File: src/rtl/ps2mp_pkg.sv
// ----------------------------------------------------------------------------
// ps2mp_pkg
// Shared types and constants for the PS/2 mouse packet to pulse converter.
// ----------------------------------------------------------------------------
package ps2mp_pkg;

  typedef enum logic [1:0] {
    CMD_NONE     = 2'd0,
    CMD_RESEND   = 2'd1,
    CMD_RESET    = 2'd2,
    CMD_POWER_ON = 2'd3
  } ps2mp_cmd_e;

  localparam logic [7:0] PowerOnCode = 8'hAA;
  localparam int unsigned SyncBit    = 3;
  localparam int unsigned XSignBit   = 5;
  localparam int unsigned YSignBit   = 4;
  localparam int unsigned QueueDepth = 2;

  typedef struct packed {
    logic       operation;
    logic [7:0] data_byte;
    logic       parity_ok;
  } ps2mp_in_t;

  typedef struct packed {
    ps2mp_cmd_e command_request;
    logic       pulse_left;
    logic       pulse_right;
    logic       pulse_up;
    logic       pulse_down;
    logic [2:0] buttons;
    logic       host_interrupt;
  } ps2mp_out_t;

  // Classified work passed from the front to the back.
  typedef struct packed {
    logic       tick;
    ps2mp_cmd_e cmd;
    logic       notify;
    logic       update;
    logic [2:0] btn;
    logic       x_left;
    logic [7:0] x_mag;
    logic       y_up;
    logic [7:0] y_mag;
  } ps2mp_op_t;

endpackage

File: src/rtl/ps2mp_front.sv
// ----------------------------------------------------------------------------
// ps2mp_front
// Accepts beats, tracks parity resends and packet assembly, emits work items.
// ----------------------------------------------------------------------------
module ps2mp_front (
  input  logic                  clk_i,
  input  logic                  rst_ni,
  input  logic                  in_valid_i,
  output logic                  in_ready_o,
  input  ps2mp_pkg::ps2mp_in_t  in_data_i,
  output logic                  push_valid_o,
  input  logic                  push_ready_i,
  output ps2mp_pkg::ps2mp_op_t  push_data_o
);
  import ps2mp_pkg::*;

  logic [1:0] idx_q, idx_d;
  logic [7:0] hdr_q, hdr_d;
  logic [7:0] x_q, x_d;
  logic       resend_q, resend_d;
  logic       accept;
  ps2mp_op_t  op;

  assign in_ready_o   = push_ready_i;
  assign push_valid_o = in_valid_i;
  assign accept       = in_valid_i && push_ready_i;
  assign push_data_o  = op;

  always_comb begin
    idx_d     = idx_q;
    hdr_d     = hdr_q;
    x_d       = x_q;
    resend_d  = resend_q;
    op        = '0;
    op.cmd    = CMD_NONE;
    op.btn    = hdr_q[2:0];
    op.x_left = hdr_q[XSignBit];
    op.x_mag  = hdr_q[XSignBit] ? 8'(8'd0 - x_q) : x_q;
    op.y_up   = hdr_q[YSignBit];
    op.y_mag  = hdr_q[YSignBit] ? 8'(8'd0 - in_data_i.data_byte) : in_data_i.data_byte;
    if (in_data_i.operation) begin
      op.tick = 1'b1;
    end else if (!in_data_i.parity_ok && !resend_q) begin
      op.cmd   = CMD_RESEND;
      resend_d = 1'b1;
      idx_d    = 2'd0;
    end else begin
      resend_d = 1'b0;
      if (in_data_i.data_byte == PowerOnCode) begin
        op.cmd = CMD_POWER_ON;
      end else begin
        op.notify = 1'b1;
        case (idx_q)
          2'd0: begin
            hdr_d = in_data_i.data_byte;
            idx_d = 2'd1;
          end
          2'd1: begin
            x_d   = in_data_i.data_byte;
            idx_d = 2'd2;
          end
          default: begin
            idx_d = 2'd0;
            if (hdr_q[SyncBit]) begin
              op.update = 1'b1;
            end else begin
              op.cmd = CMD_RESET;
            end
          end
        endcase
      end
    end
  end

  always_ff @(posedge clk_i or negedge rst_ni) begin
    if (!rst_ni) begin
      idx_q    <= 2'd0;
      hdr_q    <= 8'd0;
      x_q      <= 8'd0;
      resend_q <= 1'b0;
    end else if (accept) begin
      idx_q    <= idx_d;
      hdr_q    <= hdr_d;
      x_q      <= x_d;
      resend_q <= resend_d;
    end
  end

  assert property (@(posedge clk_i) disable iff (!rst_ni) resend_q |-> idx_q == 2'd0)
    else $error("resend pending with packet partly assembled");

endmodule

File: src/rtl/ps2mp_fifo.sv
// ----------------------------------------------------------------------------
// ps2mp_fifo
// Short register queue between the front and the back.
// ----------------------------------------------------------------------------
module ps2mp_fifo #(
  parameter int unsigned Depth = 2
) (
  input  logic                 clk_i,
  input  logic                 rst_ni,
  input  logic                 push_valid_i,
  output logic                 push_ready_o,
  input  ps2mp_pkg::ps2mp_op_t push_data_i,
  output logic                 pop_valid_o,
  input  logic                 pop_ready_i,
  output ps2mp_pkg::ps2mp_op_t pop_data_o
);
  import ps2mp_pkg::*;

  localparam int unsigned PtrW = $clog2(Depth);
  localparam int unsigned CntW = $clog2(Depth + 1);

  ps2mp_op_t       mem_q [Depth];
  logic [PtrW-1:0] wptr_q, rptr_q;
  logic [CntW-1:0] cnt_q;
  logic            push, pop;

  assign push_ready_o = cnt_q != CntW'(Depth);
  assign pop_valid_o  = cnt_q != '0;
  assign pop_data_o   = mem_q[rptr_q];
  assign push         = push_valid_i && push_ready_o;
  assign pop          = pop_valid_o && pop_ready_i;

  function automatic logic [PtrW-1:0] wrap_inc(input logic [PtrW-1:0] p);
    return (p == PtrW'(Depth - 1)) ? '0 : PtrW'(p + 1'b1);
  endfunction

  always_ff @(posedge clk_i) begin
    if (push) begin
      mem_q[wptr_q] <= push_data_i;
    end
  end

  always_ff @(posedge clk_i or negedge rst_ni) begin
    if (!rst_ni) begin
      wptr_q <= '0;
      rptr_q <= '0;
      cnt_q  <= '0;
    end else begin
      if (push) wptr_q <= wrap_inc(wptr_q);
      if (pop)  rptr_q <= wrap_inc(rptr_q);
      if (push && !pop) begin
        cnt_q <= CntW'(cnt_q + 1'b1);
      end else if (pop && !push) begin
        cnt_q <= CntW'(cnt_q - 1'b1);
      end
    end
  end

  assert property (@(posedge clk_i) disable iff (!rst_ni) cnt_q <= CntW'(Depth))
    else $error("queue fill count out of range");

endmodule

File: src/rtl/ps2mp_back.sv
// ----------------------------------------------------------------------------
// ps2mp_back
// Applies work items to the movement counters and buttons, drives results.
// ----------------------------------------------------------------------------
module ps2mp_back #(
  parameter int unsigned CountWidth = 8
) (
  input  logic                  clk_i,
  input  logic                  rst_ni,
  input  logic                  op_valid_i,
  output logic                  op_ready_o,
  input  ps2mp_pkg::ps2mp_op_t  op_i,
  output logic                  out_valid_o,
  input  logic                  out_ready_i,
  output ps2mp_pkg::ps2mp_out_t out_data_o
);
  import ps2mp_pkg::*;

  logic [CountWidth-1:0] left_q, left_d, right_q, right_d;
  logic [CountWidth-1:0] up_q, up_d, down_q, down_d;
  logic [2:0]            btn_q, btn_d;
  logic                  notify_q, notify_d;
  logic                  out_valid_q;
  ps2mp_out_t            out_q, res;
  logic                  pop;

  function automatic logic [CountWidth-1:0] sat_add(input logic [CountWidth-1:0] cnt,
                                                    input logic [7:0] mag);
    logic [CountWidth:0] sum;
    sum = {1'b0, cnt} + (CountWidth + 1)'(mag);
    return sum[CountWidth] ? '1 : sum[CountWidth-1:0];
  endfunction

  assign op_ready_o  = !out_valid_q || out_ready_i;
  assign pop         = op_valid_i && op_ready_o;
  assign out_valid_o = out_valid_q;
  assign out_data_o  = out_q;

  always_comb begin
    left_d  = left_q;
    right_d = right_q;
    up_d    = up_q;
    down_d  = down_q;
    btn_d   = btn_q;
    notify_d = notify_q;
    res     = '0;
    res.command_request = CMD_NONE;
    if (op_i.tick) begin
      res.pulse_left  = left_q  != '0;
      res.pulse_right = right_q != '0;
      res.pulse_up    = up_q    != '0;
      res.pulse_down  = down_q  != '0;
      left_d  = left_q  - CountWidth'(res.pulse_left);
      right_d = right_q - CountWidth'(res.pulse_right);
      up_d    = up_q    - CountWidth'(res.pulse_up);
      down_d  = down_q  - CountWidth'(res.pulse_down);
      if (!(res.pulse_left || res.pulse_right || res.pulse_up || res.pulse_down)
          && notify_q) begin
        res.host_interrupt = 1'b1;
        notify_d           = 1'b0;
      end
    end else begin
      res.command_request = op_i.cmd;
      if (op_i.notify) notify_d = 1'b1;
      if (op_i.update) begin
        btn_d = op_i.btn;
        if (op_i.x_left) left_d  = sat_add(left_q, op_i.x_mag);
        else             right_d = sat_add(right_q, op_i.x_mag);
        if (op_i.y_up)   up_d    = sat_add(up_q, op_i.y_mag);
        else             down_d  = sat_add(down_q, op_i.y_mag);
      end
    end
    res.buttons = btn_d;
  end

  always_ff @(posedge clk_i or negedge rst_ni) begin
    if (!rst_ni) begin
      left_q      <= '0;
      right_q     <= '0;
      up_q        <= '0;
      down_q      <= '0;
      btn_q       <= 3'd0;
      notify_q    <= 1'b0;
      out_valid_q <= 1'b0;
    end else begin
      if (pop) begin
        left_q   <= left_d;
        right_q  <= right_d;
        up_q     <= up_d;
        down_q   <= down_d;
        btn_q    <= btn_d;
        notify_q <= notify_d;
      end
      if (pop) begin
        out_valid_q <= 1'b1;
      end else if (out_ready_i) begin
        out_valid_q <= 1'b0;
      end
    end
  end

  always_ff @(posedge clk_i) begin
    if (pop) begin
      out_q <= res;
    end
  end

  assert property (@(posedge clk_i) disable iff (!rst_ni)
    out_valid_o && out_q.host_interrupt |->
      !(out_q.pulse_left || out_q.pulse_right || out_q.pulse_up || out_q.pulse_down))
    else $error("host interrupt raised while counters still pulsing");

  assert property (@(posedge clk_i) disable iff (!rst_ni)
    pop && !op_i.tick |=> left_q >= $past(left_q) && down_q >= $past(down_q))
    else $error("counter decreased on a data beat");

  assert property (@(posedge clk_i) disable iff (!rst_ni)
    out_valid_o && (out_q.pulse_left || out_q.pulse_down) |->
      out_q.command_request == CMD_NONE)
    else $error("command raised on a tick result");

endmodule

File: src/rtl/ps2_mouse_packet_to_pulses.sv
// ----------------------------------------------------------------------------
// ps2_mouse_packet_to_pulses
// Decodes PS/2 mouse bytes into button state and direction count pulses.
//
//   Channel  Dir  Handshake                Payload
//   in       in   in_valid_i / in_ready_o  in_data_i  (operation, byte, parity)
//   out      out  out_valid_o / out_ready_i out_data_o (command, pulses, buttons)
//
// One beat per cycle while the output is not stalled; each beat is classified
// into the queue, then its counter update is registered into the output reg.
// Reset clears packet assembly, counters, buttons and the queue at once.
// A stalled output fills the output register, then the two-entry queue, and
// only then drops in_ready_o.
// ----------------------------------------------------------------------------
module ps2_mouse_packet_to_pulses #(
  parameter int unsigned COUNT_WIDTH = 8
) (
  input  logic                  clk_i,
  input  logic                  rst_ni,
  input  logic                  in_valid_i,
  output logic                  in_ready_o,
  input  ps2mp_pkg::ps2mp_in_t  in_data_i,
  output logic                  out_valid_o,
  input  logic                  out_ready_i,
  output ps2mp_pkg::ps2mp_out_t out_data_o
);
  import ps2mp_pkg::*;

  logic      push_valid, push_ready;
  ps2mp_op_t push_data;
  logic      pop_valid, pop_ready;
  ps2mp_op_t pop_data;

  ps2mp_front u_front (
    .clk_i        (clk_i),
    .rst_ni       (rst_ni),
    .in_valid_i   (in_valid_i),
    .in_ready_o   (in_ready_o),
    .in_data_i    (in_data_i),
    .push_valid_o (push_valid),
    .push_ready_i (push_ready),
    .push_data_o  (push_data)
  );

  ps2mp_fifo #(
    .Depth (QueueDepth)
  ) u_fifo (
    .clk_i        (clk_i),
    .rst_ni       (rst_ni),
    .push_valid_i (push_valid),
    .push_ready_o (push_ready),
    .push_data_i  (push_data),
    .pop_valid_o  (pop_valid),
    .pop_ready_i  (pop_ready),
    .pop_data_o   (pop_data)
  );

  ps2mp_back #(
    .CountWidth (COUNT_WIDTH)
  ) u_back (
    .clk_i       (clk_i),
    .rst_ni      (rst_ni),
    .op_valid_i  (pop_valid),
    .op_ready_o  (pop_ready),
    .op_i        (pop_data),
    .out_valid_o (out_valid_o),
    .out_ready_i (out_ready_i),
    .out_data_o  (out_data_o)
  );

endmodule
File: config.mk
export PLATFORM = sky130hd
export DESIGN_NAME = ps2_mouse_packet_to_pulses
export DESIGN_NICKNAME = d
export VERILOG_FILES = /design/src/rtl/ps2mp_pkg.sv /design/src/rtl/ps2mp_front.sv /design/src/rtl/ps2mp_fifo.sv /design/src/rtl/ps2mp_back.sv /design/src/rtl/ps2_mouse_packet_to_pulses.sv
export SDC_FILE = /design/constraint.sdc
export NUM_CORES = 1
export LEC_CHECK = 0
export BUFFER_PORTS_ARGS = -buffer_cell sky130_fd_sc_hd__buf_2
export CORE_MARGIN = 8
export CORE_UTILIZATION = 55
export CTS_CLUSTER_DIAMETER = 120
export DETAILED_ROUTE_END_ITERATION = 8
export PLACE_DENSITY = 0.85
export SLEW_MARGIN = 20
export SYNTH_ARGS = -nofsm -noshare
export SYNTH_HDL_FRONTEND = slang
export SYNTH_SLANG_ARGS = --single-unit
File: constraint.sdc
create_clock -name clk_i -period 3.3 [get_ports clk_i]
set_clock_uncertainty 0.05 [all_clocks]
set_input_delay 0.33 -clock clk_i [delete_from_list [all_inputs] [get_ports clk_i]]
set_output_delay 0.33 -clock clk_i [all_outputs]
set_load 0.02 [all_outputs]
---- Word level (Yosys, flattened, before mapping) ----
Memories as Yosys holds them, arrays and structs flattened.
Cells that the tools add are included.
cells by class
  add/subtract/negate cells ............... 14
  equality and inequality tests ........... 7
  muxes and demuxes ....................... 46
  bitwise operators ....................... 3
  reductions and logical operators ........ 38
operators by type and width
  kind                                                                     number
  8-bit 2-to-1 mux                                                         18
  8-bit by 8-bit adder with 9-bit output                                   4
  8-bit nonzero test                                                       4
  8-bit by 1-bit subtractor with 8-bit output                              4
  2-bit 2-to-1 mux                                                         10
  3-bit AND reduction                                                      6
  1-bit by 8-bit subtractor with 8-bit output, first input constant        2
  1-bit 2-to-1 mux                                                         14
  2-bit nonzero test                                                       7
  5-bit AND reduction                                                      2
  8-bit == test, second input constant                                     1
  2-bit by 1-bit inequality test with 1-bit output, second input constant  4
  1-bit logical AND                                                        6
  1-bit logical NOT                                                        6
  3-bit 2-to-1 mux                                                         2
  1-bit logical OR                                                         4
  4-bit 2-to-1 mux                                                         1
  2-bit case mux with 2 select lines                                       1
  1-bit NOT                                                                3
  1-bit adder, second input constant                                       2
  2-bit by 1-bit adder with 2-bit output, second input constant            1
  2-bit by 1-bit == test with 1-bit output, second input constant          1
  2-bit logical NOT                                                        1
  2-bit inequality test, second input constant                             1
  3 further kinds                                                          3
word-level totals
  register bits ........................... 68
  bits in writable memories ............... 52
  input bits .............................. 14
  output and inout bits ................... 12
  memories ................................ 1
memory list
  name          depth  width  rd ports  clocked after Yosys merged registers in  wr ports  line              RTL
  u_fifo.mem_q  2      26     1         0                                        1         ps2mp_fifo.sv:22  ps2mp_op_t mem_q [Depth];

---- Longest topological paths before layout ----
Gate-level depths: netlist of the first run.
  depth after elaboration ................. 8
  depth in mapped cells ................... 11

---- Cells and area by module ----
Synthesis of the first run repeated with hierarchy kept, for this count alone.
unflattened totals
  cells, all modules ...................... 651
  area total of the unflattened synthesis .. 7278.2 µm²
by module, submodules not included
  module       instances  cells each  area an instance (µm²)  sequential area each (µm²)
  ps2mp_back   1          442         3966.3                  1226.2
  ps2mp_fifo   1          99          2170.8                  1661.6
  ps2mp_front  1          110         1141.1                  425.4

---- Worst setup path before layout of the first run ----
OpenSTA, ideal clock, no wires.
  kind .................................... register -> register
  from .................................... register u_fifo.rptr_q
  to ...................................... register u_back.right_q[6]
  arrival ................................. 2.927 ns
  data required time ...................... 3.129 ns
  path slack .............................. 0.202 ns
  cell stages (with the launch flop) ...... 12
  path buffers ............................ 2
  path through ............................ dfrtp_1 buf_2 buf_2 mux2_2 ha_1 fa_1 a211oi_1 o21ai_0 nor3_1 o21ai_0 o22a_1 o22a_1
between the ends
  cells in the longest elaborated chain, start to end .. 6
  elaborated cells between the ends (all ways) .. 9
  classes of those cells .................. add/sub: 1; eq/ne: 1; mux: 4; reduce/logical: 2; memory: 1
RTL lines
  element                                 line              RTL
  start, declared                         ps2mp_fifo.sv:23  logic [PtrW-1:0] wptr_q, rptr_q;
  start signal, assigned                  ps2mp_fifo.sv:50  if (pop) rptr_q <= wrap_inc(rptr_q);
  memory read 2 x 26 bit *                -
  8-bit by 8-bit adder with 9-bit output  ps2mp_back.sv:30  sum = {1'b0, cnt} + (CountWidth + 1)'(mag);
  8-bit 2-to-1 mux                        ps2mp_back.sv:31  return sum[CountWidth] ? '1 : sum[CountWidth-1:0];
  8-bit 2-to-1 mux                        ps2mp_back.sv:67  if (op_i.x_left) left_d = sat_add(left_q, op_i.x_mag);
  8-bit 2-to-1 mux                        ps2mp_back.sv:65  if (op_i.update) begin
  8-bit 2-to-1 mux                        ps2mp_back.sv:48  if (op_i.tick) begin
  end signal, assigned                    ps2mp_back.sv:88  right_q <= right_d;
  end, declared                           ps2mp_back.sv:19  logic [CountWidth-1:0] left_q, left_d, right_q, right_d;
Every way passes the cells marked *; elsewhere a longest branch is shown, timed or not. The select of a mux whose other input is x is not followed.
A chain may end at the register's enable or synchronous reset.

---- Worst setup path after layout of the first run ----
  from .................................... register u_fifo.rptr_q
  to ...................................... register u_back.down_q[4]
between the ends
  cells in the longest elaborated chain, start to end .. 6
  elaborated cells between the ends (all ways) .. 9
  classes of those cells .................. add/sub: 1; eq/ne: 1; mux: 4; reduce/logical: 2; memory: 1
RTL lines
  element                                 line              RTL
  memory read 2 x 26 bit *                -
  8-bit by 8-bit adder with 9-bit output  ps2mp_back.sv:30
  8-bit 2-to-1 mux                        ps2mp_back.sv:31
  8-bit 2-to-1 mux                        ps2mp_back.sv:69  if (op_i.y_up) up_d = sat_add(up_q, op_i.y_mag);
  8-bit 2-to-1 mux                        ps2mp_back.sv:65
  8-bit 2-to-1 mux                        ps2mp_back.sv:48
  end signal, assigned                    ps2mp_back.sv:90  down_q <= down_d;
  end, declared                           ps2mp_back.sv:20  logic [CountWidth-1:0] up_q, up_d, down_q, down_d;
Marked as above.

==> impl_metrics.toml, run 1 <==
[status]
status = "completed"

[route]
detail-route-antenna-nets = 0
first_pass_iters = 5
wl_um = 15800
drc_errors = 0
num_vias = 5409
vias_per_cell = 6.147
drt_iter0_markers = 615
wire_per_inst_um = 17.95

[logic_synthesis]
synthArstFlopShare = 0.4833
synth_seq_area_share = 0.4773
synth_area_leaders = "edfxtp_1 27%, dfrtp_1 21%, ha_1 7.9%, a21oi_1 4.3%, mux2_2 4.2%"
synth_cells = 661
yosys.area.top_type = "edfxtp_1"
synth_ff_type = "edfxtp_1"
syn_avg_cell_area_um2 = 10.50
synthDominantCellAreaShare = 0.2682
synth.ff_latch_count = 120
syn_area_um2 = 6942
yosys-top-cells-count = "63 x nor2_1, 62 x edfxtp_1, 59 x a21oi_1"
synth_edf_count = 62
ys_warn_count = 0
synth_fp_nets = 723
yosys.cell_count.top_type = "nor2_1"
ys_types = 65

[floorplan]
die_y_um = 128.3
num_rows = 41
initial_core_util = 0.5569
dieArea_um2 = 16470
fp.dieW_um = 128.3
core_region_area_um2 = 12470
ioPinCount = 26

[power_and_ir_drop]
power.share.sequential = 0.296
switching_share = 0.4189
p_switching_mw = 4.107
clkPwrFrac = 0.195
internal_power_mw = 5.698
cellLeakagePower_nw = 3.189
total_power_mw = 9.805
comb_power_share = 0.509
vdd_drop_max_mv = 0.6191
powerDensity_nw_per_um2 = 1242

[finish]
finish.instance_area_um2 = 7894
nFillCells = 974
drive_gt1_frac = 0.1525
multi_input_area_um2 = 3451
antenna_cells = 0
fin_nets = 757
final_core_util = 0.6332
synthToLayoutAreaGrowth_pct = 13.72
seq_area_um2 = 3313

[timing]
layout_min_cycle_time_ns = 3.120
slew_headroom = 0.3396
hold_ws_ns = 0.02312
setup_viol = 0
fin_setup_tns_ns = 0
worstMarginPinSlew_ns = 0.9905
finalCritPeriodShare = 0.9454
drv_slew = 0
fmax_mhz = 320.5
hold_viol = 0
rsz0062_at_grt = "false"

[clock_tree]
cts_tree = "yes"
cts-root-buf = "clkbuf_16"
clock_sinks = 120
cts_buffers = 17
clk_pin_slew_ns = 0.05
cts_buffer_depth = 2
postCtsHoldBufs = 0
ctsResizeCount = 0
post_cts_buffers = 0
clock_latency_ns = 0.42
h-tree-depth = 4

[critical_path]
critical_path_class = "reg -> reg"
cpMostUsedCell = "a21oi_1"
crit_path_end_kind = "flop"
rr_worst_depth = 10
crit_path_max_fanout = 30
max_stage_delay_ns = 0.42
cp_top_family = "compound AO/OA/AOI/OAI gates"
worstSetupStartpointType = "flop"
cp_data_required_time_ns = 3.55
crit_buf_inv = 1
cp_slowest_cell = "fa_1"
crit_chain = "buf_12 -> mux2_2 -> ha_1 -> fa_1 -> a211oi_1 -> o21bai_1 -> a21oi_1 -> o21ai_0 -> a21oi_1 -> nor2_1"
cp.depth = 10
arrival_ns = 3.37

[job]
cap_violations = 0

[global_routing]
met3_usage = 0.05089
grt_start_max_net_pins = 44
grt_overflow = 0
met2_usage = 0.3352
grt_use_met1 = 0.2423
first_global_vias = 5424
grt_pass1_wl_um = 26280
antenna_found_initial = 0
top_usage_layer = "met2"
grt_usage = 0.2021

[place]
gp_congestion = 0.9519
placed_area_um2 = 7278
portBuffers = 25
dpl.hpwl_um = 11430

[worst_hold_path]
worstHoldPathType = "in -> async"
[final timing paths]
check,start,end,slack [ns]
worst max-delay path,u_fifo.rptr_q,u_back.down_q[4],0.18
worst min-delay path,rst_ni,u_back.left_q[7],0.02
worst max register to register,u_fifo.rptr_q,u_back.down_q[4],0.18
worst min register to register,u_front.hdr_q[1],u_fifo.mem_q[0][19],0.42
max in group asynchronous,rst_ni,u_back.up_q[1],2.36
min in group clk_i,out_ready_i,u_back.out_valid_o,0.16
[logic make-up after synthesis]
kind of cell,synth area share
AND/OR/NAND/NOR,0.1339
buffers and inverters,0.02595
XOR/XNOR,0.04038
AO/OA/AOI/OAI,0.1615
multiplexers,0.07012
adder cells (fa/ha/maj),0.09084
flip-flops,0.4773
[through the flow]
step | worst slack (ns) | instances
global placement | 0.3168 | 848
CTS | 0.2231 | 880
detailed placement | 0.2576 | 848
finish | 0.1802 | 880
global route | 0.02149 | 880
floorplan | 0.2023 | 661
[registers in the layout (all words and copies together) (netlist names)]
signal	flops
u_fifo.cnt_q	2
u_back.left_q	8
u_back.down_q	8
u_front.hdr_q	6
u_front.x_q	8
u_front.resend_q	1
u_back.out_valid_o	1
u_front.idx_q	2
u_back.btn_q	3
u_back.right_q	8
u_fifo.wptr_q	1
u_fifo.rptr_q	1
u_back.out_data_o	10
u_fifo.mem_q	52
u_back.up_q	8
u_back.notify_q	1
[cell usage in the layout, fill, tap and decap left out, types with 4 or more instances in the layout]
cell type / n
nor2_1: 62
edfxtp_1: 62
a21oi_1: 59
dfrtp_1: 58
nand2_1: 54
ha_1: 44
o21ai_0: 43
mux2_2: 26
inv_1: 25
buf_2: 25
xnor2_1: 23
clkbuf_16: 17
nor3_1: 16
o31ai_1: 15
nand3_1: 12
mux2i_1: 9
xor2_1: 9
nor4_1: 8
a211oi_1: 8
a21o_1: 8
buf_4: 8
nand2b_1: 7
o211ai_1: 7
and3_1: 6
or3_1: 6
mux2_4: 6
a31oi_1: 5
o22ai_1: 5
a21boi_0: 4
o22a_1: 4
fa_1: 4
[power by group through the flow]
stage / Sequential [mW] / Combinational [mW] / Clock, mW
after floorplan: 2.81 / 3.75 / 0
after global routing: 2.98 / 5.54 / 1.99
final: 2.91 / 4.99 / 1.91
after detailed placement: 2.91 / 4.89 / 0
after global placement: 2.86 / 4.65 / 0
after CTS: 2.89 / 4.95 / 1.92
[layer usage]
metal  wire length (um)  vias to the layer above
met3               1056                       38
met5                  0                        -
met2               7764                      204
met4                348                        0
li1                   -                     2528
met1               6628                     2639
[area by class of cell]
type | instances | area share
Timing Repair Buffer | 34 | 0.02599
Clock inverter | 11 | 0.01839
Multi-Input combinational cell | 497 | 0.4372
Tap cell | 172 | 0.02726
Sequential cell | 120 | 0.4197
Clock buffer | 21 | 0.05960
Inverter | 25 | 0.01189
Note: power is estimated with default switching activity, not from simulation.
==> inputs of run 2 (changes only) <==
CORE_ASPECT_RATIO = 0.5   (was not set)
==> run 2 against run 1 <==
Net effect: the run now ends with hold timing left; die area increased by 1.3%; flip-flop and latch count did not move; clock power shrank 11%; sequential power about the same; non-clock buffer count increased by 2; total power shrank 2.9%; sequential share of layout area is 0.40 points higher; global-route usage down 1.1 points; clock-buffer cell count fell by 3; combinational power shrank 2%; routed wire length decreased by 2.9%; core utilization decreased by 0.67 points.
==> impl_metrics.toml, run 2 (synthesized netlist as in run 1, its figures left out) <==
[status]
status = "finished, violations left"
violations = "hold timing"

[timing]
finalCritPeriodShare = 0.9215
layout_min_cycle_time_ns = 3.041
hold_ws_ns = -0.008138
setup_viol = 0
worstMarginPinSlew_ns = 0.8742
slew_headroom = 0.4172
fmax_mhz = 328.8
fin_setup_tns_ns = 0
hold_viol = 14
drv_slew = 0
rsz0062_at_grt = "false"

[global_routing]
met2_usage = 0.3016
grt_usage = 0.1912
top_usage_layer = "met2"
grt_pass1_wl_um = 25520
grt_overflow = 0
met3_usage = 0.04308
grt_start_max_net_pins = 44
antenna_found_initial = 0
grt_use_met1 = 0.2564
first_global_vias = 5226

[place]
placed_area_um2 = 7278
portBuffers = 25
dpl.hpwl_um = 11220
gp_congestion = 0.8928

[clock_tree]
h-tree-depth = 4
cts-root-buf = "clkbuf_16"
cts_tree = "yes"
postCtsHoldBufs = 0
clock_latency_ns = 0.41
clock_sinks = 120
clk_pin_slew_ns = 0.06
post_cts_buffers = 0
cts_buffers = 17
cts_buffer_depth = 2
ctsResizeCount = 0

[route]
drc_errors = 0
num_vias = 5320
vias_per_cell = 6.045
wl_um = 15340
drt_iter0_markers = 445
wire_per_inst_um = 17.43
first_pass_iters = 5
detail-route-antenna-nets = 0

[power_and_ir_drop]
cellLeakagePower_nw = 3.163
switching_share = 0.4317
powerDensity_nw_per_um2 = 1217
power.share.sequential = 0.306
clkPwrFrac = 0.179
p_switching_mw = 4.110
vdd_drop_max_mv = 0.5469
total_power_mw = 9.521
comb_power_share = 0.516
internal_power_mw = 5.411

[finish]
largest_register_ff_count = 52
drive_gt1_frac = 0.1549
nFillCells = 962
fin_nets = 759
finish.instance_area_um2 = 7820
antenna_cells = 0
synthToLayoutAreaGrowth_pct = 12.65
regMostFlops = "u_fifo.mem_q"
final_cell_mix = "62 x nor2_1, 62 x edfxtp_1, 59 x a21oi_1"

[critical_path]
rr_worst_depth = 9
rr_endpoint = "u_back.down_q[4]"
crit_path_max_fanout = 14
arrival_ns = 3.29
reg2reg_from = "u_fifo.rptr_q"
crit_path_end_kind = "flop"
critical_path_class = "reg -> reg"
worstSetupStartpointType = "flop"
cp-startpoint = "u_fifo.rptr_q"
r2r_slack_ns = 0.26
cp_data_required_time_ns = 3.54

[floorplan]
num_rows = 29
core_region_area_um2 = 12480
initial_core_util = 0.5561
die_y_um = 95.44
fp.dieW_um = 174.9
ioPinCount = 26
dieArea_um2 = 16690

[worst_hold_path]
worstHoldPathType = "in -> async"

[job]
cap_violations = 0
## run 2: power by group through the flow
stage                     clock [mW]  sequential, mW  combinational [mW]
after global routing            1.78            2.99                5.44
final                           1.70            2.91                4.91
after global placement             0            2.88                4.65
after floorplan                    0            2.81                3.75
after detailed placement           0            2.92                4.81
after CTS                       1.73            2.90                4.85
## run 2: cell type report
| cell class | count | area [um^2] | area share |
|---|---|---|---|
| clock buffer | 18 | 429.2 | 0.05488 |
| inverter | 25 | 93.84 | 0.01200 |
| tap | 170 | 212.7 | 0.02720 |
| sequential | 120 | 3313 | 0.4237 |
| multi-input combinational | 497 | 3451 | 0.4413 |
| timing repair buffer | 36 | 207.7 | 0.02656 |
| clock inverter | 14 | 112.6 | 0.01440 |
## run 2: worst max-delay path, cell delays in order, from the launching register on
cell	delay, ns
dfrtp_1	0.40
buf_4	0.26
mux2_2	0.45
fa_1	0.46
a211oi_1	0.34
o21bai_1	0.12
a21oi_1	0.43
o21ai_0	0.19
a21oi_1	0.16
nor2_1	0.06
## run 2: per-stage QoR
stage          worst slack, ns    util  cells
3_3_place_gp            0.3954  0.5831    848
5_1_grt                0.04496  0.6265    880
2_1_floorplan           0.2023       -    661
4_1_cts                 0.2678  0.6265    880
6_report                0.2590  0.6265    880
3_5_place_dp            0.2665  0.5831    848
## run 2: layer usage
layer	wire (um)	up-vias
li1	-	2528
met1	7182	2546
met2	6816	215
met3	1096	31
met4	240	0
met5	0	-
## run 2: how the worst max path moves through the flow
stage          slack, ns                end
2_1_floorplan       0.20  u_back.right_q[6]
3_3_place_gp        0.40   u_back.left_q[6]
3_5_place_dp        0.27  u_back.right_q[4]
4_1_cts             0.27  u_back.right_q[4]
5_1_grt             0.04   u_back.down_q[4]
6_report            0.26   u_back.down_q[4]
==> inputs of run 3 (changes only) <==
BUFFER_PORTS_ARGS = -buffer_cell sky130_fd_sc_hd__clkbuf_2   (was -buffer_cell sky130_fd_sc_hd__buf_2)
==> run 3 against run 2 <==
Net effect: global-route usage increased by 2.3 points; first-iteration DRC count grew 24%; the flow now finishes without violations; flip-flop and latch count is the same; highest routed layer unchanged.
==> impl_metrics.toml, run 3 (synthesized netlist as in run 1, its figures left out) <==
[status]
status = "completed"

[clock_tree]
post_cts_buffers = 0
cts_tree = "yes"
cts_buffer_depth = 2
h-tree-depth = 4
cts_buffers = 17
clk_pin_slew_ns = 0.06
clock_sinks = 120
clock_latency_ns = 0.42
cts-root-buf = "clkbuf_16"

[critical_path]
crit_path_end_kind = "flop"
crit_chain = "buf_12 -> mux2_2 -> ha_1 -> fa_1 -> a211oi_1 -> o21bai_1 -> a21oi_1 -> o21ai_0 -> a21oi_1 -> nor2_1"
cpMostUsedCell = "a21oi_1"
worstSetupStartpointType = "flop"
critical_path_class = "reg -> reg"
arrival_ns = 3.48
cp_data_required_time_ns = 3.56
cp_slowest_cell = "dfrtp_1"
max_stage_delay_ns = 0.44
crit_path_max_fanout = 15

[floorplan]
ioPinCount = 26
die_y_um = 95.44
core_region_area_um2 = 12480
fp.dieW_um = 174.9
initial_core_util = 0.5561
num_rows = 29
dieArea_um2 = 16690

[timing]
slew_headroom = 0.3643
fmax_mhz = 310.1
layout_min_cycle_time_ns = 3.224
worstMarginPinSlew_ns = 0.9536
finalCritPeriodShare = 0.9771
hold_viol = 0
setup_viol = 0
drv_slew = 0
fin_setup_tns_ns = 0
rsz0062_at_grt = "false"

[place]
dpl.hpwl_um = 11570
portBuffers = 25
gp_congestion = 0.8985

[finish]
regMostFlops = "u_fifo.mem_q"
largest_register_ff_count = 52
drive_gt1_frac = 0.1599
fin_nets = 762
synthToLayoutAreaGrowth_pct = 13.55
final_cell_mix = "62 x nor2_1, 62 x edfxtp_1, 59 x a21oi_1"
antenna_cells = 0

[route]
drt_iter0_markers = 554
wl_um = 17380
wire_per_inst_um = 19.69
vias_per_cell = 6.349
detail-route-antenna-nets = 0
first_pass_iters = 5
drc_errors = 0
num_vias = 5606

[global_routing]
grt_usage = 0.2143
grt_pass1_wl_um = 28320
antenna_found_initial = 0
grt_overflow = 0
grt_start_max_net_pins = 42
first_global_vias = 5542

[job]
cap_violations = 0

[worst_hold_path]
worstHoldPathType = "in -> async"
run 3: changes by cell type in the layout (fill, tap and decap cells not counted):
cell,previous run,this run
buf_12,0,1
buf_2,25,1
buf_4,11,13
bufinv_16,0,1
clkbuf_2,0,24
clkinvlp_4,2,1
nor3_1,16,15
nor3_2,0,1
run 3: metal layers:
layer	up-vias	global-route usage	wire length, um	share of wire
li1	2553	-	-	-
met1	2712	0.2677	7515	0.43
met4	0	0.09601	421	0.024
met3	50	0.05968	1449	0.083
met2	291	0.3487	7997	0.46
met5	-	0	0	0
run 3: repair_timing:
action,4_1_cts,5_1_grt
setup endpoints to repair,0,1
gates resized for setup,0,1
hold buffers,0,0
run 3: worst paths after layout:
path,slack [ns],startpoint,to,cells past startpoint
max in group asynchronous,2.45,rst_ni,u_back.btn_q[1],2
min in group clk_i,0.16,in_data_i[8],u_front.x_q[7],2
worst max-delay path,0.08,u_fifo.rptr_q,u_back.down_q[4],10
worst min-delay path,0.004,rst_ni,u_back.up_q[0],1
worst max register to register,0.08,u_fifo.rptr_q,u_back.down_q[4],10
worst min register to register,0.43,u_front.hdr_q[0],u_fifo.mem_q[0][18],0
run 3: metrics by stage:
step | hold slack, ns | area [um^2] | util | cells | setup slack [ns]
2_1_floorplan | -0.01559 | 6942 | - | 661 | 0.2023
5_1_grt | 0.08812 | 7883 | 0.6315 | 883 | 0.0008960
3_5_place_dp | 0.4065 | 7313 | 0.5859 | 851 | 0.2823
3_3_place_gp | 0.3985 | 7313 | 0.5859 | 851 | 0.4082
4_1_cts | 0.07542 | 7878 | 0.6311 | 883 | 0.2069
6_report | 0.004018 | 7883 | 0.6315 | 883 | 0.07555
run 3: cell type report:
cell class,instances,area (um^2)
clock buffers,18,429.2
inverters,25,93.84
well taps,170,212.7
clock inverters,14,135.1
repair buffers,39,242.7
flip-flops and latches,120,3313
multi-input cells,497,3456
fillers,929,4599
run 3: critical path, delay by kind of cell (launching register included):
kind	cells	cell delay [ns]
buffers and inverters	1	0.18
AND/OR/NAND/NOR	1	0.06
adder cells (fa/ha/maj)	2	0.63
multiplexers	1	0.37
flip-flops	1	0.44
AO/OA/AOI/OAI	5	1.38
Power of run 3 is left out: the tool's default activity adds up to more than one toggle a clock period on the data nets, which glitch-free logic cannot reach.
